## src/hdl/ttf_pkg.sv

```systemverilog
`timescale 1ns / 1ps
package ttf_pkg;

  localparam int COORD_FRAC_BITS = 16;
  localparam int COORD_W = 32;
  localparam int NRM_W = 16;
  localparam int FLOOR_W = 16;
  localparam logic [FLOOR_W-1:0] DET_FLOOR_RESET = 16'd4295;
  localparam bit FLOOR_LEFT = (2 * COORD_FRAC_BITS >= 32);
  localparam int FLOOR_SH = FLOOR_LEFT ? (2 * COORD_FRAC_BITS - 32)
                                       : (32 - 2 * COORD_FRAC_BITS);
  localparam int SQRT_STEPS = 32;
  localparam int DIV_STEPS = 16;
  localparam int ONE_Q14 = 16384;

  typedef struct packed {
    logic signed [COORD_W-1:0] pos_x;
    logic signed [COORD_W-1:0] pos_y;
    logic signed [COORD_W-1:0] pos_z;
    logic signed [COORD_W-1:0] tex_u;
    logic signed [COORD_W-1:0] tex_v;
    logic signed [NRM_W-1:0]   norm_x;
    logic signed [NRM_W-1:0]   norm_y;
    logic signed [NRM_W-1:0]   norm_z;
  } vtx_t;

  typedef struct packed {
    logic signed [NRM_W-1:0] tan_x;
    logic signed [NRM_W-1:0] tan_y;
    logic signed [NRM_W-1:0] tan_z;
    logic                    mirrored;
    logic                    last;
  } tan_t;

  typedef struct packed {
    logic       cap;
    logic       edg;
    logic       prd;
    logic       cmb;
    logic       nstep;
    logic       savet;
    logic       saveb;
    logic       dot;
    logic       gld;
    logic       sq;
    logic       sqs;
    logic       dvi;
    logic       dvs;
    logic       crs;
    logic       hnd;
    logic       emit;
    logic [1:0] slot;
    logic [1:0] vtx;
    logic [4:0] cnt;
  } cmd_t;

  typedef struct packed {
    logic nm_done;
    logic out_free;
  } sts_t;

endpackage

```

## src/hdl/ttf_ctrl.sv

```systemverilog
`timescale 1ns / 1ps
module ttf_ctrl (
  input  logic          clk,
  input  logic          rst_n,
  input  logic          in_valid,
  output logic          in_ready,
  output ttf_pkg::cmd_t cmd,
  input  ttf_pkg::sts_t sts
);
  import ttf_pkg::*;

  typedef enum logic [15:0] {
    S_IN    = 16'h0001,
    S_EDGE  = 16'h0002,
    S_PROD  = 16'h0004,
    S_COMB  = 16'h0008,
    S_NT    = 16'h0010,
    S_NB    = 16'h0020,
    S_DOT   = 16'h0040,
    S_G     = 16'h0080,
    S_NG    = 16'h0100,
    S_SQ    = 16'h0200,
    S_SQRT  = 16'h0400,
    S_DIVI  = 16'h0800,
    S_DIV   = 16'h1000,
    S_CROSS = 16'h2000,
    S_HAND  = 16'h4000,
    S_EMIT  = 16'h8000
  } state_t;

  state_t     state_r, state_nxt;
  logic [1:0] slot_r, slot_nxt;
  logic [1:0] vtx_r, vtx_nxt;
  logic [4:0] cnt_r, cnt_nxt;

  always_ff @(posedge clk) begin
    if (!rst_n) begin
      state_r <= S_IN;
      slot_r  <= '0;
      vtx_r   <= '0;
      cnt_r   <= '0;
    end else begin
      state_r <= state_nxt;
      slot_r  <= slot_nxt;
      vtx_r   <= vtx_nxt;
      cnt_r   <= cnt_nxt;
    end
  end

  always_comb begin
    state_nxt = state_r;
    slot_nxt  = slot_r;
    vtx_nxt   = vtx_r;
    cnt_nxt   = cnt_r;
    in_ready  = 1'b0;
    cmd       = '0;
    cmd.slot  = slot_r;
    cmd.vtx   = vtx_r;
    cmd.cnt   = cnt_r;
    case (state_r)
      S_IN: begin
        in_ready = 1'b1;
        if (in_valid) begin
          cmd.cap = 1'b1;
          if (slot_r == 2'd2) begin
            slot_nxt  = '0;
            state_nxt = S_EDGE;
          end else begin
            slot_nxt = slot_r + 2'd1;
          end
        end
      end
      S_EDGE: begin
        cmd.edg   = 1'b1;
        state_nxt = S_PROD;
      end
      S_PROD: begin
        cmd.prd   = 1'b1;
        state_nxt = S_COMB;
      end
      S_COMB: begin
        cmd.cmb   = 1'b1;
        state_nxt = S_NT;
      end
      S_NT: begin
        if (sts.nm_done) begin
          cmd.savet = 1'b1;
          state_nxt = S_NB;
        end else begin
          cmd.nstep = 1'b1;
        end
      end
      S_NB: begin
        if (sts.nm_done) begin
          cmd.saveb = 1'b1;
          vtx_nxt   = '0;
          state_nxt = S_DOT;
        end else begin
          cmd.nstep = 1'b1;
        end
      end
      S_DOT: begin
        cmd.dot   = 1'b1;
        state_nxt = S_G;
      end
      S_G: begin
        cmd.gld   = 1'b1;
        state_nxt = S_NG;
      end
      S_NG: begin
        if (sts.nm_done) begin
          state_nxt = S_SQ;
        end else begin
          cmd.nstep = 1'b1;
        end
      end
      S_SQ: begin
        cmd.sq    = 1'b1;
        cnt_nxt   = '0;
        state_nxt = S_SQRT;
      end
      S_SQRT: begin
        cmd.sqs = 1'b1;
        cnt_nxt = cnt_r + 5'd1;
        if (cnt_r == 5'(SQRT_STEPS - 1)) begin
          cnt_nxt   = '0;
          state_nxt = S_DIVI;
        end
      end
      S_DIVI: begin
        cmd.dvi   = 1'b1;
        cnt_nxt   = '0;
        state_nxt = S_DIV;
      end
      S_DIV: begin
        cmd.dvs = 1'b1;
        cnt_nxt = cnt_r + 5'd1;
        if (cnt_r == 5'(DIV_STEPS - 1)) begin
          cnt_nxt   = '0;
          state_nxt = S_CROSS;
        end
      end
      S_CROSS: begin
        cmd.crs   = 1'b1;
        state_nxt = S_HAND;
      end
      S_HAND: begin
        cmd.hnd   = 1'b1;
        state_nxt = S_EMIT;
      end
      S_EMIT: begin
        if (sts.out_free) begin
          cmd.emit = 1'b1;
          if (vtx_r == 2'd2) begin
            vtx_nxt   = '0;
            state_nxt = S_IN;
          end else begin
            vtx_nxt   = vtx_r + 2'd1;
            state_nxt = S_DOT;
          end
        end
      end
      default: begin
        state_nxt = S_IN;
      end
    endcase
  end

  a_emit_free: assert property (@(posedge clk) disable iff (!rst_n)
    cmd.emit |-> sts.out_free) else $error("emit while result register busy");

  a_idx_range: assert property (@(posedge clk) disable iff (!rst_n)
    slot_r != 2'd3 && vtx_r != 2'd3) else $error("vertex index out of range");

  a_third_vertex: assert property (@(posedge clk) disable iff (!rst_n)
    (state_r == S_IN && in_valid && slot_r == 2'd2) |=> (state_r == S_EDGE && slot_r == 2'd0))
    else $error("third vertex did not start triangle");

  a_tri_done: assert property (@(posedge clk) disable iff (!rst_n)
    (state_r == S_EMIT && vtx_r == 2'd2 && sts.out_free) |=> (state_r == S_IN))
    else $error("triangle did not return to input");

endmodule

```

## config.mk

```make
export PLATFORM = sky130hd
export DESIGN_NAME = ttf_ctrl
export DESIGN_NICKNAME = d
export VERILOG_FILES = /design/src/hdl/ttf_pkg.sv /design/src/hdl/ttf_ctrl.sv
export SDC_FILE = /design/constraint.sdc
export NUM_CORES = 1
export LEC_CHECK = 0
export BUFFER_PORTS_ARGS = -buffer_cell sky130_fd_sc_hd__buf_2
export CORE_MARGIN = 5
export CORE_UTILIZATION = 59
export CTS_BUF_LIST = sky130_fd_sc_hd__clkbuf_8 sky130_fd_sc_hd__clkbuf_16
export DETAILED_ROUTE_END_ITERATION = 7
export PLACE_DENSITY = 0.85
export SYNTH_ARGS = -nofsm -noshare
export SYNTH_HDL_FRONTEND = slang
export SYNTH_SLANG_ARGS = --single-unit
```

## constraint.sdc

```tcl
create_clock -name clk -period 6.9 [get_ports clk]
set_clock_uncertainty 0.1 [all_clocks]
set_input_delay 1.035 -clock clk [delete_from_list [all_inputs] [get_ports clk]]
set_output_delay 1.035 -clock clk [all_outputs]
set_load 0.02 [all_outputs]
```

Word level (Yosys, flattened, before mapping)
Index checks and enable logic that the tools add are counted.
{"block": "word_totals", "ff_bits": 25, "latch_bits": 0, "mem_bits_rw": 0, "romBits": 0, "in_bits": 5, "output_inout_bits": 26, "wordCells": 81, "mem_count": 0}
{"block": "classes", "n_addsub": 3, "n_mul": 0, "div_mod_pow": 0, "magnitude_cmp": 0, "n_eq_ne": 28, "shift": 0, "mux": 39, "bitwise": 0, "reduce_logical": 7}
{"op": "$pmux 16 s16", "count": 1}
{"op": "$mux 16", "count": 8}
{"op": "$mux 1", "count": 21}
{"op": "$eq 16x1->1 const B", "count": 1}
{"op": "$eq 16x10->1 const B", "count": 1}
{"op": "$eq 16x11->1 const B", "count": 1}
{"op": "$eq 16x12->1 const B", "count": 1}
{"op": "$eq 16x13->1 const B", "count": 1}
{"op": "$eq 16x14->1 const B", "count": 1}
{"op": "$eq 16x15->1 const B", "count": 1}
{"op": "$eq 16x16->1 const B", "count": 1}
{"op": "$eq 16x2->1 const B", "count": 1}
{"op": "$eq 16x3->1 const B", "count": 1}
{"op": "$eq 16x4->1 const B", "count": 1}
{"op": "$eq 16x5->1 const B", "count": 1}
{"op": "$eq 16x6->1 const B", "count": 1}
{"op": "$eq 16x7->1 const B", "count": 1}
{"op": "$eq 16x8->1 const B", "count": 1}
{"op": "$eq 16x9->1 const B", "count": 1}
{"op": "$ne 2x2->1 const B", "count": 8}
{"op": "$pmux 5 s3", "count": 1}
{"op": "$mux 5", "count": 2}
{"op": "$mux 2", "count": 4}
{"op": "$reduce_and 8->1", "count": 1}
{"op": "other kinds (13)", "count": 15}

Depth between registers and ports, before layout
Gate-level depths: netlist (run 1).
{"block": "depth", "depth_word": 4, "mapped_depth": 9, "depth_no_buf": 9}

Worst setup path after synthesis (run 1)
No wires, ideal clock.
{"block": "synth_path", "path_type": "reg-to-output", "start": "register state_r[15]", "end": "output cmd[24] in the netlist's numbering", "t_arrival_ns": 2.070, "t_required_ns": 5.765, "path_slack_ns": 3.695, "path_stages_with_launch": 6, "path_buffers": 1, "cell_sequence": "dfxtp_1 -> clkbuf_1 -> or4_1 -> nor4_2 -> nand2_1 -> inv_1"}
{"element": "start: declaration", "line": "ttf_ctrl.sv:31", "text": "state_t state_r, state_nxt;"}
{"element": "start signal: assignment", "line": "ttf_ctrl.sv:43", "text": "state_r <= state_nxt;"}
{"element": "end: declaration", "line": "ttf_ctrl.sv:7", "text": "output ttf_pkg::cmd_t cmd,"}

==> impl_metrics.json, run 1 <==
{
  "die_width_um": 61.61,
  "final_area_um2": 1759,
  "wl_per_cell_um": 15.64,
  "reg2reg_depth": 6,
  "status": "finished, final reports clean",
  "use_met3": 0.03774,
  "antenna_found_initial": 0,
  "synth_edf_count": 0,
  "slew_viol_final": 0,
  "die-area_um2": 3796,
  "hp-class": "reg -> reg",
  "synth-seq-area-share": 0.3185,
  "clock_latency_ns": 0.27,
  "p_leak_nw": 0.7684,
  "hpwl_um": 2940,
  "cts.path.max_buffers": 2,
  "io_pins": 31,
  "clkTransAtPathRegs_ns": 0.09,
  "peakVddDrop_mv": 0.2163,
  "port_buffers": 30,
  "gr-usage-met2": 0.3692,
  "ys.flop_type": "dfxtp_1",
  "fmax_mhz": 284.6,
  "cts_tree": "built",
  "ctsResizeCount": 0,
  "vias_per_cell": 6.181,
  "setup_ws_ns": 3.387,
  "synth_xor_area_frac": 0.03901,
  "power.density_nw_per_um2": 218.4,
  "required_ns": 5.76,
  "synthAdderAreaFrac": 0.03185,
  "cp-end-kind": "output port",
  "power_uw": 384.2,
  "slew_headroom": 0.4487,
  "crit_type": "reg -> out",
  "cts-buffers-inserted": 3,
  "synth_cell_types": 50,
  "track_usage": 0.2192,
  "synthSimpleGateAreaFrac": 0.4116,
  "post_cts_buffers": 0,
  "use_met1": 0.2909,
  "cp_max_fo": 13,
  "via_count": 1533,
  "syn_area_um2": 1572,
  "whs_ns": 0.4017,
  "grt_max_degree": 15,
  "diodes": 0,
  "cts-root-buf": "clkbuf_8",
  "final_nets": 228,
  "drc": 0,
  "final_cell_mix": "30 x buf_2, 25 x dfxtp_1, 18 x nor2_1",
  "routabilityCongestion": 0.8685,
  "rsz0062_at_grt": "no",
  "cts_sinks": 25,
  "wirelength_um": 3878,
  "grt_pass1_wl_um": 6320,
  "synth_nets": 203,
  "synth_top_family_by_area": "simple AND/OR/NAND/NOR gates",
  "ys_seq_elements": 25,
  "muxShareOfSynthArea": 0.006369,
  "mostFrequentLayoutCell": "buf_2",
  "start_util": 0.6230,
  "antenna_left": 0,
  "busiest_layer": "met2",
  "hold_depth": 2,
  "hold_buffers": 0,
  "layout_min_cycle_time_ns": 3.513,
  "core_um2": 2522,
  "first_pass_iters": 4,
  "synth_compound_gate_area_share": 0.1473,
  "fin_setup_tns_ns": 0,
  "area_growth_syn_to_layout_pct": 11.94,
  "finalHoldViolCount": 0,
  "maxCapViolCount": 0,
  "start_kind": "register",
  "die_height_um": 61.61,
  "std_cell_rows": 18,
  "dpl_cell_area_um2": 1714,
  "syn_area_per_cell_um2": 8.101,
  "period_share": 0.5092,
  "yosys_warnings": 0,
  "grt_pass1_vias": 1426,
  "drt_iter0_drc": 121,
  "drive_above_1_share": 0.1972,
  "globalRouteOverflowTotal": 0,
  "post-place-ws_ns": 3.789,
  "ys_async_sr_fraction": 0,
  "synth_cells": 194,
  "htree_levels": 1,
  "setup_viol": 0,
  "arrival_ns": 2.38,
  "worst-slew-pin-transition_ns": 0.8195
}
per-layer routing:
layer  share of wire  vias up
li1                -      757
met1            0.45      709
met2            0.48       63
met3           0.068        4
met4          0.0072        0
met5               0        -
cell type report:
type | instances | area (um2)
clock buffer | 3 | 41.29
clock inverter | 1 | 3.754
fill | 221 | 763.2
inverter | 7 | 26.28
multi-input combinational | 152 | 999.7
sequential | 25 | 500.5
tap | 30 | 37.54
timing repair buffer | 30 | 150.1
kinds of logic (layout without fill, tap and decap cells):
group / after synthesis / count (layout)
AO/OA/AOI/OAI: 37 / 37
XOR/XNOR: 7 / 7
adder cells (fa/ha/maj): 4 / 4
buffers and inverters: 17 / 41
flip-flops: 25 / 25
multiplexers: 1 / 1
AND/OR/NAND/NOR: 103 / 103
critical path, cell delays in order, from the launching register on:
cell,delay (ns)
dfxtp_1,0.45
nor4_1,0.77
nand3_1,0.25
nor4b_1,0.40
buf_2,0.23
power by group:
part,switching [mW],internal (mW)
Sequential,0.0134,0.153
Combinational,0.0828,0.0490
Clock,0.0466,0.0398
registers in the layout, summed over array words and instances (netlist names):
register / flops
state_r: 16
slot_r: 2
vtx_r: 2
cnt_r: 5
path summary, 6_finish.rpt:
path	startpoint	end	slack, ns
max	state_r[8]$_SDFFE_PN0P_	cmd[11]	3.39
min	vtx_r[1]$_SDFFE_PN0P_	vtx_r[1]$_SDFFE_PN0P_	0.40
max reg2reg	state_r[3]$_SDFFE_PN0P_	cnt_r[2]$_SDFFE_PN0P_	4.28
min reg2reg	vtx_r[1]$_SDFFE_PN0P_	vtx_r[1]$_SDFFE_PN0P_	0.40
synth_stat cells, types with 2 or more instances:
library cell | count | area (um2)
nand2_1 | 16 | 60.06
nor3b_1 | 2 | 15.01
nor2_1 | 18 | 67.56
a2bb2oi_1 | 2 | 17.52
nor3_1 | 9 | 45.04
clkbuf_1 | 8 | 30.03
or4_1 | 4 | 30.03
nor4bb_1 | 2 | 20.02
and4b_1 | 2 | 20.02
or3_1 | 2 | 12.51
xnor2_1 | 2 | 17.52
a21oi_1 | 11 | 55.05
nor2b_1 | 8 | 50.05
and3_1 | 10 | 62.56
a21boi_0 | 2 | 15.01
or4b_2 | 2 | 20.02
nand2b_1 | 2 | 12.51
nor4_1 | 2 | 12.51
nor4_2 | 3 | 37.54
o22ai_1 | 2 | 12.51
nor4b_1 | 5 | 43.79
nand3_1 | 5 | 25.02
dfxtp_1 | 25 | 500.5
inv_1 | 7 | 26.28
nand4_1 | 2 | 12.51
o21ai_0 | 9 | 45.04
ha_1 | 4 | 50.05
a32oi_1 | 2 | 17.52
xor2_1 | 5 | 43.79
per-stage QoR:
step | utilization | instances
detailed placement | 0.6796 | 244
global route | 0.6974 | 248
global placement | 0.6796 | 244
finish | 0.6974 | 248
floorplan | - | 194
CTS | 0.6974 | 248
No activity file was read; power rests on OpenSTA's default activity.
==> run 2, diff against run 1 <==
--- a/config.mk
+++ b/config.mk
@@ -7,10 +7,10 @@
 export LEC_CHECK = 0
 export BUFFER_PORTS_ARGS = -buffer_cell sky130_fd_sc_hd__buf_2
 export CORE_MARGIN = 5
-export CORE_UTILIZATION = 59
+export CORE_UTILIZATION = 54
 export CTS_BUF_LIST = sky130_fd_sc_hd__clkbuf_8 sky130_fd_sc_hd__clkbuf_16
 export DETAILED_ROUTE_END_ITERATION = 7
-export PLACE_DENSITY = 0.85
+export PLACE_DENSITY = 0.78
 export SYNTH_ARGS = -nofsm -noshare
 export SYNTH_HDL_FRONTEND = slang
 export SYNTH_SLANG_ARGS = --single-unit
==> constraint.sdc (replaced) <==
create_clock -name clk -period 3.7 [get_ports clk]
set_clock_uncertainty 0.1 [all_clocks]
set_input_delay 0.555 -clock clk [delete_from_list [all_inputs] [get_ports clk]]
set_output_delay 0.555 -clock clk [all_outputs]
set_load 0.02 [all_outputs]
==> impl_metrics.json, run 2 (synthesized netlist as in run 1, its figures left out) <==
{
  "status": "finished, final reports clean",
  "rrSetupSlack_ns": 1.07,
  "r2r_end": "cnt_r[0]$_SDFFE_PN0P_",
  "fillers": 249,
  "die-area_um2": 4089,
  "worstSetupStartpoint": "state_r[8]$_SDFFE_PN0P_",
  "fin_setup_tns_ns": 0,
  "grt_pass1_wl_um": 6775,
  "crit_type": "reg -> out",
  "grt_max_degree": 17,
  "vias_per_cell": 6.145,
  "p_leak_nw": 0.7676,
  "die_width_um": 63.95,
  "mostFrequentLayoutCell": "buf_2",
  "cp_max_fo": 13,
  "endpoint": "cmd[11]",
  "worst-slew-pin-transition_ns": 0.7984,
  "period_share": 0.8244,
  "clock_latency_ns": 0.28,
  "core_um2": 2781,
  "via_count": 1530,
  "antenna_found_initial": 0,
  "cts.path.max_buffers": 2,
  "largest_registers": "state_r: 16 flops, cnt_r: 5 flops",
  "crit_slowest_cell": "nor4_1",
  "drive_above_1_share": 0.2018,
  "cts-root-buf": "clkbuf_8",
  "std_cell_rows": 19,
  "antenna_left": 0,
  "finalHoldViolCount": 0,
  "hp-class": "reg -> reg",
  "hpwl_um": 3001,
  "wirelength_um": 3952,
  "peakVddDrop_mv": 0.3626,
  "crit_chain": "nor4_1 -> nand3_1 -> nor4b_1 -> buf_2",
  "maxCapViolCount": 0,
  "largest_register_ffs": 16,
  "whs_ns": 0.4131,
  "htree_levels": 1,
  "post_cts_buffers": 0,
  "routabilityCongestion": 0.9196,
  "regMostFlops": "state_r",
  "slew_viol_final": 0,
  "fmax_mhz": 327.8,
  "clkTransAtPathRegs_ns": 0.09,
  "cp-end-kind": "output port",
  "setup_viol": 0,
  "drt_iter0_drc": 118,
  "wl_per_cell_um": 15.87,
  "drc": 0,
  "final_cell_mix": "30 x buf_2, 25 x dfxtp_1, 18 x nor2_1",
  "track_usage": 0.2023,
  "area_growth_syn_to_layout_pct": 12.34,
  "grt_pass1_vias": 1447,
  "layout_min_cycle_time_ns": 3.050,
  "rsz0062_at_grt": "no",
  "r2r-start": "state_r[0]$_SDFFE_PN1P_",
  "die_height_um": 63.95,
  "arrival_ns": 2.40,
  "path_depth": 4,
  "slew_headroom": 0.4629,
  "ctsResizeCount": 0,
  "power.density_nw_per_um2": 415.6,
  "cts_tree": "built",
  "port_buffers": 30,
  "reg2reg_depth": 6,
  "cts-buffers-inserted": 3,
  "io_pins": 31,
  "diodes": 0,
  "start_kind": "register",
  "globalRouteOverflowTotal": 0,
  "max_stage_delay_ns": 0.76,
  "start_util": 0.5650,
  "first_pass_iters": 4,
  "final_nets": 228,
  "cts_sinks": 25,
  "critPathTopFamily": "simple AND/OR/NAND/NOR gates",
  "crit_buf_inv": 1,
  "hold_buffers": 0,
  "required_ns": 3.04
}
## run 2: how the worst min path moves through the flow
stage	startpoint	endpoint	slack (ns)	cells after the start
2_1_floorplan	vtx_r[0]$_SDFFE_PN0P_	vtx_r[0]$_SDFFE_PN0P_	0.46	2
3_3_place_gp	cnt_r[3]$_SDFFE_PN0P_	cnt_r[3]$_SDFFE_PN0P_	0.37	2
3_5_place_dp	vtx_r[1]$_SDFFE_PN0P_	vtx_r[1]$_SDFFE_PN0P_	0.39	2
4_1_cts	vtx_r[1]$_SDFFE_PN0P_	vtx_r[1]$_SDFFE_PN0P_	0.41	2
5_1_grt	cnt_r[3]$_SDFFE_PN0P_	cnt_r[3]$_SDFFE_PN0P_	0.44	2
6_report	cnt_r[3]$_SDFFE_PN0P_	cnt_r[3]$_SDFFE_PN0P_	0.41	2
## run 2: worst register-to-register path, stage by stage, from the launching register on
cell and delay (ns):
dfxtp_1 0.38, nor4_2 0.63, nand3_1 0.30, or4_1 0.58, and3_1 0.20, o21ai_1 0.25
nor2_1 0.09
## run 2: report_power, final
part / switching (mW) / leakage [nW] / internal [mW]
clock: 0.0947 / 0.0261 / 0.0792
combinational: 0.159 / 0.540 / 0.0915
sequential: 0.0253 / 0.202 / 0.284
## run 2: cell type report
class,count,area (um2),share of cell area
Clock inverter,1,8.758,0.004961
Timing Repair Buffer,30,150.1,0.08505
Multi-Input combinational cell,152,999.7,0.5663
Sequential cell,25,500.5,0.2835
Clock buffer,3,41.29,0.02339
Inverter,7,26.28,0.01488
Tap cell,31,38.79,0.02197
## run 2: per-stage QoR
stage	setup WS, ns	total power, mW	util	cells	cell area (um2)
global placement	1.062	0.5531	0.6167	245	1715
finish	0.6497	0.7338	0.6347	249	1765
detailed placement	1.042	0.5617	0.6167	245	1715
floorplan	0.9749	0.4914	-	194	1572
global route	0.4050	0.7778	0.6347	249	1765
CTS	0.7068	0.7350	0.6347	249	1765
## run 2: layer usage
metal / global-route usage / vias to the layer above / wire length [um]
met3: 0.05604 / 7 / 272
met4: 0.08312 / 0 / 70
met1: 0.2628 / 708 / 1836
met2: 0.3141 / 57 / 1773
met5: 0 / - / 0
li1: - / 758 / -
